==> config.mk <==
export PLATFORM = sky130hd
export DESIGN_NAME = best_fit_block_allocator_unit
export DESIGN_NICKNAME = d
export VERILOG_FILES = /design/src/sv/bfba_pkg.sv /design/src/sv/bfba_ctrl.sv /design/src/sv/bfba_dp.sv /design/src/sv/best_fit_block_allocator_unit.sv
export SDC_FILE = /design/constraint.sdc
export NUM_CORES = 1
export LEC_CHECK = 0
export BUFFER_PORTS_ARGS = -buffer_cell sky130_fd_sc_hd__buf_2
export CAP_MARGIN = 0
export CORE_MARGIN = 3
export CORE_UTILIZATION = 45
export DETAILED_ROUTE_END_ITERATION = 7
export GPL_TIMING_DRIVEN = 0
export HOLD_SLACK_MARGIN = 0.03
export SYNTH_ARGS = -nofsm -noshare
export SYNTH_HDL_FRONTEND = slang
export SYNTH_SLANG_ARGS = --single-unit
==> constraint.sdc <==
create_clock -name clk_i -period 5 [get_ports clk_i]
set_clock_uncertainty 0.2 [all_clocks]
set_input_delay 0.75 -clock clk_i [delete_from_list [all_inputs] [get_ports clk_i]]
set_output_delay 0.75 -clock clk_i [all_outputs]
set_load 0.05 [all_outputs]
==> src/sv/bfba_pkg.sv <==
// Shared constants, codes and control types for the best-fit block allocator.
package bfba_pkg;

  localparam int NUM_BLOCKS = 16;
  localparam int SIZE_BITS  = 16;
  localparam int IDX_BITS   = $clog2(NUM_BLOCKS);
  localparam int CNT_BITS   = $clog2(NUM_BLOCKS + 1);
  localparam int CFG_BITS   = 5;
  localparam int BLK_W      = 4;
  localparam int VAL_W      = 16;

  localparam logic CMD_LOAD  = 1'b0;
  localparam logic CMD_ALLOC = 1'b1;

  typedef logic [SIZE_BITS-1:0] size_t;
  typedef logic [IDX_BITS-1:0]  idx_t;
  typedef logic [CNT_BITS-1:0]  cnt_t;

  typedef struct packed {
    logic accept;
    logic scan_en;
    logic mark_en;
    logic out_load;
  } cmd_t;

  typedef struct packed {
    logic scan_done;
  } sts_t;

endpackage

==> src/sv/bfba_ctrl.sv <==
// Sequencer for item acceptance, table scan, marking and result hand-off.
module bfba_ctrl (
  input  logic            clk_i,
  input  logic            rst_ni,
  input  logic            in_valid_i,
  output logic            in_stall_o,
  input  logic            command_i,
  output logic            out_valid_o,
  input  logic            out_stall_i,
  output bfba_pkg::cmd_t  cmd_o,
  input  bfba_pkg::sts_t  sts_i
);
  import bfba_pkg::*;

  typedef enum logic [4:0] {
    ST_IDLE = 5'b00001,
    ST_SCAN = 5'b00010,
    ST_MARK = 5'b00100,
    ST_DONE = 5'b01000,
    ST_WAIT = 5'b10000
  } state_e;

  state_e state_q, state_d;
  logic   out_valid_q, out_valid_d;
  logic   out_free;

  assign out_free    = !out_valid_q || !out_stall_i;
  assign in_stall_o  = (state_q != ST_IDLE);
  assign out_valid_o = out_valid_q;

  always_comb begin
    state_d        = state_q;
    out_valid_d    = out_valid_q;
    cmd_o          = '0;
    if (out_valid_q && !out_stall_i) begin
      out_valid_d = 1'b0;
    end
    case (state_q)
      ST_IDLE: begin
        if (in_valid_i) begin
          cmd_o.accept = 1'b1;
          state_d      = (command_i == CMD_ALLOC) ? ST_SCAN : ST_DONE;
        end
      end
      ST_SCAN: begin
        cmd_o.scan_en = 1'b1;
        if (sts_i.scan_done) begin
          state_d = ST_MARK;
        end
      end
      ST_MARK: begin
        cmd_o.mark_en = 1'b1;
        state_d       = ST_DONE;
      end
      ST_DONE, ST_WAIT: begin
        if (out_free) begin
          cmd_o.out_load = 1'b1;
          out_valid_d    = 1'b1;
          state_d        = ST_IDLE;
        end else begin
          state_d = ST_WAIT;
        end
      end
      default: begin
        state_d = ST_IDLE;
      end
    endcase
  end

  always_ff @(posedge clk_i or negedge rst_ni) begin
    if (!rst_ni) begin
      state_q     <= ST_IDLE;
      out_valid_q <= 1'b0;
    end else begin
      state_q     <= state_d;
      out_valid_q <= out_valid_d;
    end
  end

  a_scan_to_mark: assert property (@(posedge clk_i) disable iff (!rst_ni)
    (state_q == ST_SCAN && sts_i.scan_done) |=> (state_q == ST_MARK))
    else $error("scan end did not lead to mark");

  a_load_only_when_free: assert property (@(posedge clk_i) disable iff (!rst_ni)
    cmd_o.out_load |-> (!out_valid_q || !out_stall_i))
    else $error("result overwritten while stalled");

  a_state_onehot: assert property (@(posedge clk_i) disable iff (!rst_ni)
    $onehot(state_q))
    else $error("state register not one-hot");

endmodule

==> src/sv/bfba_dp.sv <==
// Size table, allocated marks, best-fit scan registers and result registers.
module bfba_dp (
  input  logic                          clk_i,
  input  logic                          rst_ni,
  input  logic                          cfg_we_i,
  input  logic [bfba_pkg::CFG_BITS-1:0] cfg_wdata_i,
  input  logic                          command_i,
  input  logic [bfba_pkg::BLK_W-1:0]    block_index_i,
  input  logic [bfba_pkg::VAL_W-1:0]    size_value_i,
  input  bfba_pkg::cmd_t                cmd_i,
  output bfba_pkg::sts_t                sts_o,
  output logic                          granted_o,
  output logic [bfba_pkg::BLK_W-1:0]    chosen_block_o,
  output logic [bfba_pkg::VAL_W-1:0]    chosen_size_o,
  output logic [bfba_pkg::VAL_W-1:0]    leftover_o
);
  import bfba_pkg::*;

  size_t                 mem_q [NUM_BLOCKS];
  logic [NUM_BLOCKS-1:0] marks_q;
  logic [CFG_BITS-1:0]   biu_q;

  size_t req_q;
  cnt_t  cnt_q;
  cnt_t  lim_q;
  cnt_t  lim;
  logic  rd_vld_q;
  idx_t  rd_idx_q;
  size_t rd_data_q;
  logic  found_q;
  idx_t  best_idx_q;
  size_t best_size_q;
  size_t best_left_q;

  logic  granted_q;
  logic [BLK_W-1:0] chosen_block_q;
  logic [VAL_W-1:0] chosen_size_q;
  logic [VAL_W-1:0] leftover_q;

  logic  load_wr;
  logic  issue;
  logic  fit;
  logic  better;
  size_t left;
  idx_t  wr_idx;

  assign wr_idx  = IDX_BITS'(block_index_i);
  assign load_wr = cmd_i.accept && (command_i == CMD_LOAD)
                   && (int'(block_index_i) < NUM_BLOCKS);
  assign issue   = cmd_i.scan_en && (cnt_q < lim_q);
  assign left    = rd_data_q - req_q;
  assign fit     = !marks_q[rd_idx_q] && (rd_data_q >= req_q);
  assign better  = !found_q || (left < best_left_q);

  assign sts_o.scan_done = (cnt_q == lim_q) && !rd_vld_q;

  always_comb begin
    if (int'(biu_q) > NUM_BLOCKS) begin
      lim = CNT_BITS'(NUM_BLOCKS);
    end else begin
      lim = CNT_BITS'(biu_q);
    end
  end

  always_ff @(posedge clk_i) begin
    if (load_wr) begin
      mem_q[wr_idx] <= SIZE_BITS'(size_value_i);
    end
    if (issue) begin
      rd_data_q <= mem_q[cnt_q[IDX_BITS-1:0]];
      rd_idx_q  <= cnt_q[IDX_BITS-1:0];
    end
  end

  always_ff @(posedge clk_i or negedge rst_ni) begin
    if (!rst_ni) begin
      biu_q    <= CFG_BITS'(16);
      marks_q  <= '0;
      rd_vld_q <= 1'b0;
      found_q  <= 1'b0;
      cnt_q    <= '0;
      lim_q    <= '0;
    end else begin
      if (cfg_we_i) begin
        biu_q <= cfg_wdata_i;
      end
      if (load_wr) begin
        marks_q[wr_idx] <= 1'b0;
      end
      if (cmd_i.mark_en && found_q) begin
        marks_q[best_idx_q] <= 1'b1;
      end
      rd_vld_q <= issue;
      if (cmd_i.accept) begin
        cnt_q   <= '0;
        lim_q   <= lim;
        found_q <= 1'b0;
      end else begin
        if (issue) begin
          cnt_q <= cnt_q + 1'b1;
        end
        if (rd_vld_q && fit && better) begin
          found_q <= 1'b1;
        end
      end
    end
  end

  always_ff @(posedge clk_i) begin
    if (cmd_i.accept) begin
      req_q       <= SIZE_BITS'(size_value_i);
      best_idx_q  <= '0;
      best_size_q <= '0;
      best_left_q <= '0;
    end else if (rd_vld_q && fit && better) begin
      best_idx_q  <= rd_idx_q;
      best_size_q <= rd_data_q;
      best_left_q <= left;
    end
    if (cmd_i.out_load) begin
      granted_q      <= found_q;
      chosen_block_q <= BLK_W'(best_idx_q);
      chosen_size_q  <= VAL_W'(best_size_q);
      leftover_q     <= VAL_W'(best_left_q);
    end
  end

  assign granted_o      = granted_q;
  assign chosen_block_o = chosen_block_q;
  assign chosen_size_o  = chosen_size_q;
  assign leftover_o     = leftover_q;

  a_read_in_range: assert property (@(posedge clk_i) disable iff (!rst_ni)
    rd_vld_q |-> (CNT_BITS'(rd_idx_q) < lim_q))
    else $error("scan read beyond blocks in use");

  a_cnt_bound: assert property (@(posedge clk_i) disable iff (!rst_ni)
    cnt_q <= CNT_BITS'(NUM_BLOCKS))
    else $error("scan counter past table");

  a_mark_set: assert property (@(posedge clk_i) disable iff (!rst_ni)
    (cmd_i.mark_en && found_q) |=> marks_q[$past(best_idx_q)])
    else $error("chosen block not marked");

endmodule

==> src/sv/best_fit_block_allocator_unit.sv <==
// Top level of the best-fit block allocator: controller plus datapath.
// A load goes from acceptance straight to the result registers; an allocate scans the first N
// table entries, one table read a cycle, then marks the chosen block, if any, then loads the
// result registers; N = blocks in use capped at 16. One item is in flight at a time, and the
// next is taken while a result waits in the output.
// Reset frees every block, sets blocks in use to 16; sizes are unset.
module best_fit_block_allocator_unit (
  input  logic                          clk_i,
  input  logic                          rst_ni,
  input  logic                          cfg_we_i,
  input  logic [bfba_pkg::CFG_BITS-1:0] cfg_wdata_i,
  input  logic                          in_valid_i,
  output logic                          in_stall_o,
  input  logic                          command_i,
  input  logic [bfba_pkg::BLK_W-1:0]    block_index_i,
  input  logic [bfba_pkg::VAL_W-1:0]    size_value_i,
  output logic                          out_valid_o,
  input  logic                          out_stall_i,
  output logic                          granted_o,
  output logic [bfba_pkg::BLK_W-1:0]    chosen_block_o,
  output logic [bfba_pkg::VAL_W-1:0]    chosen_size_o,
  output logic [bfba_pkg::VAL_W-1:0]    leftover_o
);
  import bfba_pkg::*;

  cmd_t cmd;
  sts_t sts;

  bfba_ctrl u_ctrl (
    .clk_i       (clk_i),
    .rst_ni      (rst_ni),
    .in_valid_i  (in_valid_i),
    .in_stall_o  (in_stall_o),
    .command_i   (command_i),
    .out_valid_o (out_valid_o),
    .out_stall_i (out_stall_i),
    .cmd_o       (cmd),
    .sts_i       (sts)
  );

  bfba_dp u_dp (
    .clk_i          (clk_i),
    .rst_ni         (rst_ni),
    .cfg_we_i       (cfg_we_i),
    .cfg_wdata_i    (cfg_wdata_i),
    .command_i      (command_i),
    .block_index_i  (block_index_i),
    .size_value_i   (size_value_i),
    .cmd_i          (cmd),
    .sts_o          (sts),
    .granted_o      (granted_o),
    .chosen_block_o (chosen_block_o),
    .chosen_size_o  (chosen_size_o),
    .leftover_o     (leftover_o)
  );

endmodule

# [Yosys cells after proc, flatten, opt, wreduce, memory -nomap -nowiden]
# Memories as Yosys holds them, arrays and structs flattened. A register that Yosys moved wholly into a read port is not among the register bits.
# Index checks and enable logic that the tools add are counted.
[classes] add_sub_neg=2 n_lt_le_gt_ge=9 eq_ne=9 n_mux=29 n_bitwise=4 reduce_logical=21
[op_table] operator="$mux W16" n=2
[op_table] operator="$mux W5" n=6
[op_table] operator="$pmux W5 S4" n=1
[op_table] operator="$and A16 B16 Y16" n=1
[op_table] operator="$ge A16 B16 Y1" n=1
[op_table] operator="$lt A16 B16 Y1" n=1
[op_table] operator="$mux W1" n=16
[op_table] operator="$not A16 Y16" n=1
[op_table] operator="$or A16 B16 Y16" n=1
[op_table] operator="$sub A16 B16 Y16" n=1
[op_table] operator="$lt A4 B5 Y1 const B" n=3
[op_table] operator="$logic_and A1 B1 Y1" n=10
[op_table] operator="$demux W1 S4" n=2
[op_table] operator="$ge A4 B1 Y1 const B" n=2
[op_table] operator="$add A5 B1 Y5 const B" n=1
[op_table] operator="$eq A5 B1 Y1 const B" n=1
[op_table] operator="$eq A5 B2 Y1 const B" n=1
[op_table] operator="$eq A5 B3 Y1 const B" n=1
[op_table] operator="$eq A5 B4 Y1 const B" n=1
[op_table] operator="$eq A5 B5 Y1" n=1
[op_table] operator="$eq A5 B5 Y1 const B" n=1
[op_table] operator="$gt A5 B5 Y1 const B" n=1
[op_table] operator="$logic_not A1 Y1" n=5
[op_table] operator="$lt A5 B5 Y1" n=1
[op_table] operator="9 further kinds" n=12
[totals] regBits=132 ramBits=256 in_bits=31 out_inout_bits=39 elab_cells=92 mem_count=1
[mem_list] name="u_dp.mem_q" words=16 word_bits=16 rd=1 rd_clocked_by_memory_dff=1 wr=1 line_no="bfba_dp.sv:19" source="size_t mem_q [NUM_BLOCKS];"

# [Logic depth before layout (Yosys ltp)]
# Gate-level depths: netlist of the first run.
[depth] depth_word=9 mapped_depth=17 ltp_nobuf=15

# [Hierarchy]
# From an unflattened synthesis of the first run, not the netlist that was laid out.
[unflattened] cells_unflattened=996 hier_area_um2=16599.7
[modules_own_cells] mod="bfba_dp" instances=1 cells_each=959 area_per_inst_um2=16273.1
[modules_own_cells] mod="bfba_ctrl" instances=1 cells_each=37 area_per_inst_um2=326.6

# [Worst setup path after synthesis of the first run]
# No wires, ideal clock.
[synth_path] path_type="register to register" start="register u_dp.cnt_q[0]" end="register u_dp.cnt_q[3]" setup_ns=0.158 arrival_time_ns=3.432 t_required_ns=4.642 setup_slack_ns=1.210 stages_incl_launch_ff=11 period_less_slack_ns=3.790 cell_sequence="dfrtp_1 > clkbuf_1 > buf_2 > buf_1 > inv_1 > ha_1 > nor2_1 > a2111oi_2 > nand4_1 > xor2_1 > nor2_1"
[synth_via] elab_chain_cells=3
[synth_rtl] item="from (decl)" line_no="bfba_dp.sv:24" source="cnt_t cnt_q;"
[synth_rtl] item="from (signal assigned)" line_no="bfba_dp.sv:100" source="cnt_q <= cnt_q + 1'b1;"
[synth_rtl] item="$lt A5 B5 Y1" line_no="bfba_dp.sv:50" source="assign issue = cmd_i.scan_en && (cnt_q < lim_q);"
[synth_rtl] item="$logic_and A1 B1 Y1" line_no="bfba_dp.sv:50"
[synth_rtl] item="via u_dp.issue" line_no="bfba_dp.sv:41" source="logic issue;"
[synth_rtl] item="$reduce_bool A2 Y1 (no source line)"
# The timed path passes the listed nets, and every way through them passes these cells. The select of a mux whose other input is x is not followed.
# A chain may end at the register's enable or synchronous reset.

# [Worst setup path in the final report of the first run]
[layout_path] start="register u_dp.rd_data_q[2], read port of u_dp.mem_q" end="register u_dp.best_left_q[7]"
[layout_via] elab_chain_cells=4
[layout_rtl] item="from (decl)" line_no="bfba_dp.sv:29" source="size_t rd_data_q;"
[layout_rtl] item="$sub A16 B16 Y16" line_no="bfba_dp.sv:51" source="assign left = rd_data_q - req_q;"
[layout_rtl] item="via u_dp.left[9]" line_no="bfba_dp.sv:44" source="size_t left;"
[layout_rtl] item="$lt A16 B16 Y1" line_no="bfba_dp.sv:53" source="assign better = !found_q || (left < best_left_q);"
[layout_rtl] item="$logic_or A1 B1 Y1" line_no="bfba_dp.sv:53"
[layout_rtl] item="$logic_and A1 B1 Y1" line_no="bfba_dp.sv:115" source="end else if (rd_vld_q && fit && better) begin"
[layout_rtl] item="to (signal assigned)" line_no="bfba_dp.sv:118" source="best_left_q <= left;"
[layout_rtl] item="to (decl)" line_no="bfba_dp.sv:33" source="size_t best_left_q;"
# The timed path passes the listed nets, and every way through them passes these cells.

==> impl_metrics.env, run 1 <==
export IMPL_outcome="completed"
export IMPL_hold_viol=0
export IMPL_synth_seq_area_share=0.704
export IMPL_p_leak_uw=0.00646
export IMPL_layout_drive_gt1_share=0.248
export IMPL_ir_drop_mv=0.247
export IMPL_synthToLayoutAreaGrowth_pct=16.5
export IMPL_synthDistinctLibCells=59
export IMPL_layout_common_cells="edfxtp_1 (329), mux4_2 (84), buf_2 (77)"
export IMPL_vias=9017
export IMPL_grt_pass1_wl_um=56900
export IMPL_grt_overflow=0
export IMPL_initial_utilization=0.459
export IMPL_path_cells="ha_1 -> o211ai_1 -> a21o_1 -> o211ai_1 -> or3_1 -> and2_1 -> ha_1 -> a21oi_1 -> o21a_1 -> a211o_1 -> o21bai_1 -> clkbuf_1 -> o21ai_0 -> a21oi_1"
export IMPL_p_per_area_nw_per_um2=487
export IMPL_slowest_stage="o21bai_1"
export IMPL_antenna_found_initial=2
export IMPL_yosys_warnings=0
export IMPL_finalSetupTns_ns=0
export IMPL_cp_start_kind="register"
export IMPL_syn_area_per_cell_um2=16.9
export IMPL_dieArea_um2=38900
export IMPL_hold_path_class="primary input to asynchronous set/reset pin"
export IMPL_clk_latency_ns=0.57
export IMPL_slowest_delay_ns=0.70
export IMPL_num_rows=69
export IMPL_die_h_um=197
export IMPL_drt_iter0_markers=722
export IMPL_cp_arrival_ns=4.80
export IMPL_final_util=0.535
export IMPL_synthCells=976
export IMPL_tritoncts="yes"
export IMPL_relSlewSlack=0.252
export IMPL_max_freq_mhz=221
export IMPL_async_flop_share=0.0965
export IMPL_h_tree_depth=2
export IMPL_syn_nets=1045
export IMPL_gp_congestion=0.874
export IMPL_min_period_over_period=0.906
export IMPL_slew_violations=0
export IMPL_fillers=2870
export IMPL_min_period_ns=4.53
export IMPL_grt_util_all_layers=0.196
export IMPL_ant_nets=0
export IMPL_crit_type="register to register"
export IMPL_holdBufCountCts=0
export IMPL_worst_path_max_fanout=10
export IMPL_seq_area_um2=11600
export IMPL_ios=70
export IMPL_layout_nets=1179
export IMPL_layout_commonest_cell="edfxtp_1"
export IMPL_drc=0
export IMPL_final_setup_viol_count=0
export IMPL_wire_per_inst_um=23.0
export IMPL_synth_edf_count=329
export IMPL_die_x_um=197
export IMPL_endpoint_kind="register"
export IMPL_rsz0062_at_grt="no"
export IMPL_cts_resized=0
export IMPL_cts_buffer_depth=3
export IMPL_ys_ff_latch=404
export IMPL_netlist_area_um2=16400
export IMPL_numPortBuffers=67
export IMPL_finalWirelength_um=37000
export IMPL_multi_input_area_um2=4590
export IMPL_clkSinkCount=404
export IMPL_ys_flop_type="edfxtp_1"
export IMPL_drv_cap=0
export IMPL_clk_pin_slew_worst_paths_ns=0.06
export IMPL_grt_start_max_net_pins=40
export IMPL_r2r_slack_ns=0.47
export IMPL_numCtsBuffers=43
export IMPL_vias_per_cell=5.61
export IMPL_worst_pin_slew_ns=1.12
export IMPL_root_buffer="clkbuf_16"
export IMPL_drt_first_pass_iters=5
export IMPL_core_um2=35800
export IMPL_worstPathRequired_ns=5.27
export IMPL_first_global_vias=9243
export IMPL_dp_hpwl_um=26400
export IMPL_postCtsSetupRepairBufs=0
==> worst max-delay path: cells and delay by family, from the launching register on <==
family          cells  cell delay, ns
flops               1            0.50
simple gates        2            0.53
compound gates      9            2.13
fa+ha+maj           2            0.70
buf+inv             1            0.38
==> cells in the mapped netlist (3+ instances only) <==
master      n  area share
mux2_2      6      0.0041
xnor2_1     6      0.0032
a211oi_1    9      0.0041
mux2i_1     5      0.0030
o31ai_1     5      0.0023
o41ai_1     4      0.0021
buf_2      10      0.0030
dfxtp_1    36       0.044
xor2_1      9      0.0048
a31o_2      5      0.0027
nor3_1      6      0.0018
inv_1      42      0.0096
nand2b_1   10      0.0038
o21ai_0    69       0.021
edfxtp_1  329        0.60
nand4_1    12      0.0046
nand3b_1    8      0.0037
buf_1       3     0.00068
ha_1       37       0.028
and3_1      4      0.0015
nand2_1    24      0.0055
and2_1      4      0.0015
o211ai_1    4      0.0018
a21oi_1    46       0.014
dfrtp_1    37       0.056
a21o_1     11      0.0050
nand3_1    32      0.0097
nor2_1     40      0.0091
clkbuf_1   35      0.0080
o21a_1      5      0.0023
mux4_2     84        0.12
a31oi_1     3      0.0011
==> layer usage <==
metal | wire, µm | vias to the layer above | track usage
li1 | - | 4154 | -
met1 | 16100 | 4577 | 0.269
met2 | 18100 | 228 | 0.320
met3 | 1840 | 56 | 0.0326
met4 | 923 | 2 | 0.0678
met5 | 17 | - | 0
==> final cells by class <==
type                       instances  share of cell area
tap                              461              0.0301
timing repair buffer              89              0.0345
antenna                            1            0.000131
sequential                       404               0.604
clock inverter                    24              0.0134
buffer                            49              0.0105
multi-input combinational        481               0.239
clock buffer                      55              0.0595
inverter                          42             0.00823
==> state kept, by name, summed over array words and instances, names as in the netlist, 16 cells and up <==
name and cells:
u_dp.mem_q 256, u_dp.best_left_q 16, u_dp.best_size_q 16, u_dp.chosen_size_o 16
u_dp.leftover_o 16, u_dp.marks_q 16, u_dp.rd_data_q 16, u_dp.req_q 16
==> final timing paths <==
path,startpoint,end,cells past startpoint
worst min-delay path,rst_ni,u_dp.marks_q[9],1
worst max-delay path,u_dp.rd_data_q[2],u_dp.best_left_q[7],14
min in group clk_i,in_valid_i,u_ctrl.state_q[0],2
worst max register to register,u_dp.rd_data_q[2],u_dp.best_left_q[7],14
max in group asynchronous,rst_ni,u_ctrl.out_valid_o,1
worst min register to register,u_dp.best_size_q[14],u_dp.chosen_size_o[14],0
==> cells by family (layout without fill, tap and decap cells) <==
group | count (synthesis) | in the layout | share of synthesized area
buffers and inverters | 91 | 259 | 0.0218
flip-flops | 404 | 404 | 0.704
other | 0 | 1 | 0
adder cells (fa/ha/maj) | 38 | 38 | 0.0294
AO/OA/AOI/OAI | 181 | 181 | 0.0682
AND/OR/NAND/NOR | 152 | 152 | 0.0466
XOR/XNOR | 15 | 15 | 0.00799
multiplexers | 95 | 95 | 0.122
==> metrics by stage <==
stage | area (µm²) | setup WS (ns) | std cells | hold slack [ns] | total power, µW
finish | 19200 | 0.469 | 1606 | 0.112 | 9330
global route | 19200 | 0.101 | 1606 | 0.155 | 9780
CTS | 19200 | 0.443 | 1605 | 0.120 | 9440
detailed placement | 17800 | 0.467 | 1526 | 0.214 | 6270
global placement | 17400 | -0.174 | 1504 | 0.213 | 6220
floorplan | 16400 | 1.21 | 976 | 0.202 | 5620
==> where the power goes <==
group	total [µW]	switching, µW	internal [µW]
combinational	2120	1300	825
clock	3150	1320	1830
sequential	4060	121	3940
Power figures use the tool's default switching activity.
==> inputs of run 2 (changes only) <==
- CORE_ASPECT_RATIO: not set -> 0.5
- REMOVE_ABC_BUFFERS: not set -> 1
==> impl_metrics.env, run 2 (synthesized netlist as in run 1, its figures left out) <==
export IMPL_outcome="completed"
export IMPL_crit_reg2reg_launch="u_dp.req_q[0]"
export IMPL_num_rows=48
export IMPL_hold_viol=0
export IMPL_gp_congestion=0.876
export IMPL_regMostFlops="u_dp.mem_q"
export IMPL_p_int_uw=6390
export IMPL_endpoint="u_dp.best_left_q[6]"
export IMPL_worst_hold_slack_ns=0.110
export IMPL_worstPathRequired_ns=5.22
export IMPL_cp_arrival_ns=4.65
export IMPL_hold_path_class="primary input to asynchronous set/reset pin"
export IMPL_r2r_end="u_dp.best_left_q[6]"
export IMPL_r2r_slack_ns=0.57
export IMPL_clk_latency_ns=0.55
export IMPL_layout_drive_gt1_share=0.258
export IMPL_numCtsBuffers=37
export IMPL_root_buffer="clkbuf_16"
export IMPL_first_global_vias=9055
export IMPL_worst_pin_slew_ns=1.24
export IMPL_ios=70
export IMPL_antenna_found_initial=0
export IMPL_dp_cells=1499
export IMPL_grt_pass1_wl_um=56500
export IMPL_largest_register_ffs=256
export IMPL_crit_start="u_dp.req_q[0]"
export IMPL_ant_nets=0
export IMPL_die_h_um=141
export IMPL_p_leak_uw=0.00634
export IMPL_ir_drop_mv=0.300
export IMPL_synthToLayoutAreaGrowth_pct=15.1
export IMPL_grt_start_max_net_pins=52
export IMPL_pwr_share_comb=0.226
export IMPL_min_period_over_period=0.886
export IMPL_crit_type="register to register"
export IMPL_p_clk_frac=0.316
export IMPL_p_seq_frac=0.458
export IMPL_core_um2=35300
export IMPL_layout_commonest_cell="edfxtp_1"
export IMPL_p_sw_uw=2650
export IMPL_cts_resized=0
export IMPL_setup_slack_ns=0.572
export IMPL_layout_nets=1132
export IMPL_final_cells=1566
export IMPL_p_sw_frac=0.293
export IMPL_vias=9037
export IMPL_initial_utilization=0.467
export IMPL_drt_iter0_markers=858
export IMPL_endpoint_kind="register"
export IMPL_diodes=0
export IMPL_drt_first_pass_iters=5
export IMPL_drv_cap=0
export IMPL_finalSetupTns_ns=0
export IMPL_clk_pin_slew_worst_paths_ns=0.07
export IMPL_min_period_ns=4.43
export IMPL_dieArea_um2=39000
export IMPL_worst_path_max_fanout=34
export IMPL_rsz0062_at_grt="no"
export IMPL_dp_hpwl_um=24700
export IMPL_h_tree_depth=2
export IMPL_drc=0
export IMPL_reg2regPathDepth=14
export IMPL_grt_util_all_layers=0.192
export IMPL_layout_common_cells="edfxtp_1 (329), mux4_2 (84), o21ai_0 (69), buf_2 (69), a21oi_1 (45)"
export IMPL_max_freq_mhz=226
export IMPL_grt_overflow=0
export IMPL_relSlewSlack=0.175
export IMPL_die_x_um=276
export IMPL_finalWirelength_um=36900
export IMPL_cp_start_kind="register"
export IMPL_cts_buffer_depth=3
export IMPL_slew_violations=0
export IMPL_clkSinkCount=404
export IMPL_numPortBuffers=69
export IMPL_p_per_area_nw_per_um2=477
export IMPL_holdBufCountCts=0
export IMPL_wire_per_inst_um=23.6
export IMPL_postCtsSetupRepairBufs=0
export IMPL_vias_per_cell=5.77
export IMPL_tritoncts="yes"
export IMPL_post_place_ws_ns=0.576
export IMPL_final_setup_viol_count=0
-- run 2: layout make-up --
| class | count | area [µm²] |
|---|---|---|
| Multi-Input combinational cell | 481 | 4600 |
| Clock buffer | 44 | 973 |
| Tap cell | 475 | 594 |
| Inverter | 42 | 158 |
| Sequential cell | 404 | 11600 |
| Clock inverter | 23 | 245 |
| Fill cell | 2761 | 16300 |
| Timing Repair Buffer | 97 | 771 |
-- run 2: how the worst min path moves through the flow --
stage / startpoint / to / slack (ns) / cells past startpoint
after floorplan: u_dp.best_size_q[0] / u_dp.chosen_size_o[0] / 0.20 / 0
after global placement: u_dp.best_size_q[1] / u_dp.chosen_size_o[1] / 0.21 / 0
after detailed placement: u_dp.best_size_q[1] / u_dp.chosen_size_o[1] / 0.21 / 0
after CTS: rst_ni / u_dp.marks_q[9] / 0.14 / 1
after global routing: rst_ni / u_dp.marks_q[13] / 0.17 / 1
final: rst_ni / u_dp.marks_q[9] / 0.11 / 1
-- run 2: power by group through the flow --
stage,clock network (µW),logic [µW],registers (µW)
2_1_floorplan,0,1260,4360
3_3_place_gp,0,1900,4310
3_5_place_dp,0,2040,4220
4_1_cts,2930,2050,4140
5_1_grt,3070,2240,4180
6_report,2860,2040,4140
-- run 2: metrics by stage --
step	total power [µW]	cell area [µm²]	utilization
3_3_place_gp	6210	17200	0.488
3_5_place_dp	6260	17700	0.502
6_report	9040	18900	0.537
5_1_grt	9480	18900	0.537
2_1_floorplan	5620	16200	-
4_1_cts	9120	18900	0.537
-- run 2: critical path: stages, from the launching register on --
cell and delay, ns:
edfxtp_1 0.40, ha_1 0.23, fa_1 0.42, nor2b_1 0.19, o22ai_1 0.18, o21ai_0 0.40
a21oi_1 0.15, xnor2_1 0.20, ha_1 0.22, a21o_1 0.17, a21oi_1 0.12, o21ai_0 0.18
o21ba_2 0.82, a211oi_1 0.17, a31o_2 0.25
-- run 2: layer usage --
metal / vias to the layer above / wire length [µm] / global-route usage
met5: - / 0 / 0
met1: 4656 / 16700 / 0.286
met4: 0 / 349 / 0.0336
met2: 301 / 16900 / 0.295
li1: 4040 / - / -
met3: 40 / 2890 / 0.0429
